### src/rtl/ssu_pkg.sv
`default_nettype none
package ssu_pkg;

  localparam int VALUE_W  = 32;
  localparam int STATUS_W = 3;
  localparam int COUNT_W  = 7;
  localparam int POS_W    = 6;

  // request kinds
  localparam logic KIND_INSERT = 1'b0;
  localparam logic KIND_DELETE = 1'b1;

  typedef enum logic [STATUS_W-1:0] {
    ST_INSERTED  = 3'd0,
    ST_DUPLICATE = 3'd1,
    ST_REMOVED   = 3'd2,
    ST_NOT_FOUND = 3'd3,
    ST_FULL      = 3'd4
  } status_t;

  typedef enum logic {
    FSM_IDLE  = 1'b0,
    FSM_APPLY = 1'b1
  } fsm_t;

  // command broadcast to every cell
  typedef struct packed {
    logic cmp_en;
    logic ins_en;
    logic del_en;
  } cell_op_t;

endpackage
`default_nettype wire

### src/rtl/ssu_cell.sv
`default_nettype none
module ssu_cell (
  input  wire logic                                 clk,
  input  wire ssu_pkg::cell_op_t                    op,
  input  wire logic                                 valid,
  input  wire logic signed [ssu_pkg::VALUE_W-1:0]   cmp_key,
  input  wire logic signed [ssu_pkg::VALUE_W-1:0]   key,
  input  wire logic                                 prev_lt,
  input  wire logic signed [ssu_pkg::VALUE_W-1:0]   prev_entry,
  input  wire logic signed [ssu_pkg::VALUE_W-1:0]   next_entry,
  output logic signed [ssu_pkg::VALUE_W-1:0]        entry,
  output logic                                      lt,
  output logic                                      eq,
  output logic                                      bnd
);
  import ssu_pkg::*;

  logic signed [VALUE_W-1:0] entry_r, entry_nxt;
  logic                      lt_r, lt_nxt;
  logic                      eq_r, eq_nxt;

  always_comb begin
    lt_nxt    = lt_r;
    eq_nxt    = eq_r;
    entry_nxt = entry_r;
    if (op.cmp_en) begin
      lt_nxt = valid && (entry_r < cmp_key);
      eq_nxt = valid && (entry_r == cmp_key);
    end
    // insert: cells at or above the slot move up, the slot takes the key
    if (op.ins_en && !lt_r) begin
      entry_nxt = prev_lt ? key : prev_entry;
    end
    // delete: cells at or above the match pull from the right
    if (op.del_en && !lt_r && valid) begin
      entry_nxt = next_entry;
    end
  end

  always_ff @(posedge clk) begin
    entry_r <= entry_nxt;
    lt_r    <= lt_nxt;
    eq_r    <= eq_nxt;
  end

  assign entry = entry_r;
  assign lt    = lt_r;
  assign eq    = eq_r;
  assign bnd   = !lt_r && prev_lt;

endmodule
`default_nettype wire
### config.mk
export PLATFORM = sky130hd
export DESIGN_NAME = ssu_cell
export DESIGN_NICKNAME = d
export VERILOG_FILES = /design/src/rtl/ssu_pkg.sv /design/src/rtl/ssu_cell.sv
export SDC_FILE = /design/constraint.sdc
export NUM_CORES = 1
export LEC_CHECK = 0
export BUFFER_PORTS_ARGS = -buffer_cell sky130_fd_sc_hd__buf_2
export CAP_MARGIN = 30
export CELL_PAD_IN_SITES_DETAIL_PLACEMENT = 0
export CELL_PAD_IN_SITES_GLOBAL_PLACEMENT = 1
export CORE_ASPECT_RATIO = 0.8
export CORE_MARGIN = 2
export CORE_UTILIZATION = 30
export CTS_BUF_LIST = sky130_fd_sc_hd__clkbuf_2
export CTS_CLUSTER_SIZE = 8
export DETAILED_ROUTE_END_ITERATION = 16
export GPL_TIMING_DRIVEN = 0
export PLACE_DENSITY_LB_ADDON = 0.3
export SYNTH_ARGS = -nofsm -noshare
export SYNTH_HDL_FRONTEND = slang
export SYNTH_SLANG_ARGS = --single-unit
### constraint.sdc
create_clock -name clk -period 3.67 [get_ports clk]
set_clock_uncertainty 0.1 [all_clocks]
set_input_delay 0 -clock clk [delete_from_list [all_inputs] [get_ports clk]]
set_output_delay 0 -clock clk [all_outputs]
set_load 0.02 [all_outputs]
# Word-level counts from Yosys, hierarchy flattened
# Index checks and enable logic that the tools add are counted.
[word_totals]
in_bits = 134
out_inout_bits = 35
ff_bits = 34
wordCells = 16
[classes]
n_eq_ne = 1
mux = 3
reduce_logical = 8
n_lt_le_gt_ge = 1
[op_table]
columns = ["operator", "n"]
rows = [
  ["two-way mux 32 bit", 3],
  ["== test 32 bit", 1],
  ["less-than comparator 32 bit", 1],
  ["logical AND 1 bit", 6],
  ["nonzero test 2 bit", 1],
  ["zero test 1 bit", 1],
]

# Longest topological paths before layout
[depth]
ltp_word = 4
mapped_depth = 8
depth_no_buf = 8

# Least setup slack after synthesis
# No wires, ideal clock.
[synth_path]
path_type = "register to register"
startpoint = "reg lt_r (netlist: lt)"
endpoint = "reg entry_r[0] (netlist: entry[0]) (enable)"
path_buffers = 0
path_stages_with_launch = 2
slack_ns = 0.259
synth_period_minus_slack_ns = 3.411
t_required_ns = 3.104
setup_time_ns = 0.466
t_arrival_ns = 2.846
cell_sequence = "edfxtp_1 o21ai_0"
[synth_between]
elab_chain_len = 4
word_cells_on_any_way = 5
classes_between = "reduce/logical (5)"
[synth_lines]
columns = ["item", "line_no", "rtl"]
rows = [
  ["start, declared", "ssu_cell.sv:19", "logic lt_r, lt_nxt;"],
  ["start signal, assigned", "ssu_cell.sv:42", "lt_r <= lt_nxt;"],
  ["zero test 1 bit (*)", "ssu_cell.sv:31, ssu_cell.sv:35", ""],
  ["logical AND 1 bit (2 in a row)", "ssu_cell.sv:35", "if (op.del_en && !lt_r && valid) begin"],
  ["nonzero test 2 bit (no line) (*)", "n/a", ""],
  ["end signal, assigned", "ssu_cell.sv:41", "entry_r <= entry_nxt;"],
  ["end, declared", "ssu_cell.sv:18", "logic signed [VALUE_W-1:0] entry_r, entry_nxt;"],
]
# Mark *: on every way between the ends. The rest lies on a longest branch, timed or not.
# A chain may end at the register's enable or synchronous reset.

# Worst setup path after layout
[layout_path]
startpoint = "reg lt_r (netlist: lt)"
endpoint = "reg entry_r[26] (netlist: entry[26]) (data pin)"
[layout_between]
elab_chain_len = 4
[layout_lines]
columns = ["item", "line_no"]
rows = [
  ["zero test 1 bit", "ssu_cell.sv:35"],
  ["logical AND 1 bit (2 in a row)", "ssu_cell.sv:35"],
  ["two-way mux 32 bit", "ssu_cell.sv:35"],
  ["net entry_nxt[26]", "ssu_cell.sv:18"],
]
# The timed path passes the listed nets, and every way through them passes these cells.

==> results.toml <==
[outcome]
outcome = "finished clean"

[critical_path]
worstSetupEndpoint = "entry[26]$_DFFE_PP_"
worstPathRequired_ns = 3.72
crit_path_end_kind = "register"
r2r-end = "entry[26]$_DFFE_PP_"
setup.worst_path.start_class = "register"
crit_arrival_ns = 2.48
cp-startpoint = "lt$_DFFE_PP_"
r2r_cells = 5
r2r-start = "lt$_DFFE_PP_"
critical_path.max_fanout = 10
path_class = "register to register"
r2r_setup_slack_ns = 1.24

[floorplanning]
dieWidth_um = 107
start_util_pct = 30.4
fp.dieArea_um2 = 9230
core_um2 = 8370
io_pins = 169
num_rows = 30
die_h_um = 86.3

[synth]
synth_area_leader_cell = "edfxtp_1"
syn_nets = 429
synth_top_family_by_area = "adder cells"
ys_ff_latch = 34
yosys_warnings = 0
yosys_most_used_dff = "edfxtp_1"
synth-simple-area-share_pct = 10.5
yosys-mux-area-fraction_pct = 13.0
synth_most_common_cell = "a21oi_1"
synth_edf_count = 34
synth_top_area_share_pct = 40.2
synth.area.top_cells = "edfxtp_1 40%, ha_1 16%, mux2i_1 13%"
synthXorXnorAreaFrac_pct = 0
syn_inst = 263
avgSynthCellArea_um2 = 9.66
async_flop_share_pct = 0
netlist_area_um2 = 2540
synth.distinct_cells = 26
seq_area_frac_synth_pct = 40.2
synth_compound_area_share_pct = 13.5
synth_common_cells = "46 x a21oi_1, 35 x inv_1, 34 x edfxtp_1, 34 x nor2_1, 33 x mux2i_1"
yosys.area_share.adder_pct = 15.8

[clock_network]
ctsRootBufferMaster = "clkbuf_2"
htreeDepth = 2
clockBufferDepth = 2
clk_latency_ns = 0.38
numCtsBuffers = 5
cts.sinks = 34
ctsResizeCount = 0
cts.clk_slew.worst_paths_ns = 0.20
cts_tree = "yes"

[layout]
fin_util_pct = 51.3
n_antenna_cell = 0
syn_to_final_growth_pct = 69.0
fin_cells = 619
layout-drive-gt1-share_pct = 36.9
nFillCells = 787
nNetsFinal = 672

[route]
firstDrtPassIters = 4
via_count = 2748
postRouteAntennaNets = 0
wl_per_cell_um = 12.3
drtIter0Drc = 83
wl_um = 7630
drc_errors = 0
viasPerCell = 4.44

[power_and_ir_drop]
p_int_uw = 832
swShare_pct = 31.1
switching_power_uw = 375
power_frac_clock_pct = 20.5
pwr-share-seq_pct = 41.5
peakVddDrop_v = 0.000127
combPwrFrac_pct = 38.0
power_density_nw_per_um2 = 281
power_leakage_nw = 2.18

[global_route]
grt_pass1_wl_um = 11600
met3_usage_pct = 3.46
use_met1_pct = 19.3
track_usage_pct = 16.1
grt_max_degree = 29
grt_pass1_vias = 2651
use_met2_pct = 29.1
grt-busiest-layer = "met2"
grt-ovfl-total = 0
grt_antenna_before_repair = 0

[sta]
max_slew.worst_pin.slew_ns = 0.584
slew_viol_final = 0
max_freq_mhz = 412
finalCritPeriodShare_pct = 66.1
fin_crit_ns = 2.43
final_hold_viol_count = 0
rsz0062_at_grt = "false"
finalSetupViolCount = 0
relSlewSlack_pct = 61.1

[place]
dp_hpwl_um = 5800
placed_cells = 543
io_buffer_count = 167
gp_congestion = 0.783

[run]
cap_violations = 0

[worst_hold_path]
min_path_type = "primary input to register"
[cell families after synthesis]
kind of cell	after synthesis
AO/OA/AOI/OAI	60
AND/OR/NAND/NOR	58
buffers and inverters	46
flip-flops	34
multiplexers	33
adder cells (fa/ha/maj)	32
[how the worst min path moves through the flow]
stage / start / endpoint / depth (start not counted)
floorplan: op[2] / eq$_DFFE_PP_ / 0
CTS: cmp_key[31] / lt$_DFFE_PP_ / 5
global route: cmp_key[2] / eq$_DFFE_PP_ / 5
detailed placement: op[2] / eq$_DFFE_PP_ / 1
global placement: op[2] / eq$_DFFE_PP_ / 1
finish: cmp_key[2] / eq$_DFFE_PP_ / 5
[routing by layer]
metal,up-vias,share of wire [%]
li1,1420,-
met1,1214,43
met2,107,48
met3,7,8.3
met4,0,1.0
met5,-,0
[cell type report]
| type | instances | area (µm²) | area share, % |
|---|---|---|---|
| clock buffer | 5 | 25.0 | 0.583 |
| multi-input combinational | 183 | 1350 | 31.5 |
| tap | 112 | 140 | 3.26 |
| inverter | 35 | 131 | 3.06 |
| timing repair buffer | 236 | 1540 | 35.8 |
| sequential | 34 | 1020 | 23.8 |
| buffer | 11 | 47.5 | 1.11 |
| clock inverter | 3 | 40.0 | 0.932 |
[power groups by stage]
stage          combinational (mW)  sequential, mW  clock [mW]
2_1_floorplan               0.172           0.558           0
3_3_place_gp                0.366           0.514           0
3_5_place_dp                0.378           0.511           0
4_1_cts                     0.462           0.502       0.263
5_1_grt                     0.508           0.506       0.281
6_report                    0.459           0.501       0.247
[cells in the final DEF, fill, tap and decap left out]
cell           count
a22oi_1            1
nor2b_1            1
a21oi_1           46
nand3_1            3
clkinv_2           2
a21o_1             2
nor3_1             1
bufinv_16          1
nand3b_1           2
nand4_1            5
dlygate4sd3_1     68
a21oi_2            2
nand4_2            1
nand2_1            8
inv_1             35
ha_1              32
o21ai_1            1
edfxtp_1          34
nand2b_1           1
nor2_1            34
nor4_1             1
a2111oi_4          1
clkbuf_2           5
buf_12             1
mux2i_1           33
buf_2            172
o21a_1             2
clkbuf_1           1
o21ai_0            4
buf_1              5
nor4_2             1
o21ai_4            1
[flip-flops by register name (all words and copies together) (netlist names)]
signal	count
entry	32
eq	1
lt	1
[what timing repair did]
action	in CTS	in global routing
hold buffers	68	0
setup buffers	0	0
hold endpoints to repair	40	0
[stage by stage]
step | total power, mW | setup WS, ns | TNS (ns) | hold slack (ns) | cell area [µm²]
floorplan | 0.730 | 0.259 | 0 | 0.0125 | 2540
global placement | 0.880 | -0.976 | -31.18 | 0.123 | 3520
detailed placement | 0.889 | 1.54 | 0 | 0.121 | 3550
CTS | 1.23 | 1.23 | 0 | 0.0939 | 4290
global route | 1.30 | 1.13 | 0 | 0.134 | 4290
finish | 1.21 | 1.24 | 0 | 0.127 | 4290
[worst max-delay path, cell delays in order (launching register included)]
cell and delay (ns):
edfxtp_1 0.51, nand3b_1 0.15, buf_2 0.22, buf_1 0.49
a21oi_1 0.14, dlygate4sd3_1 0.59
Power figures use the tool's default switching activity.
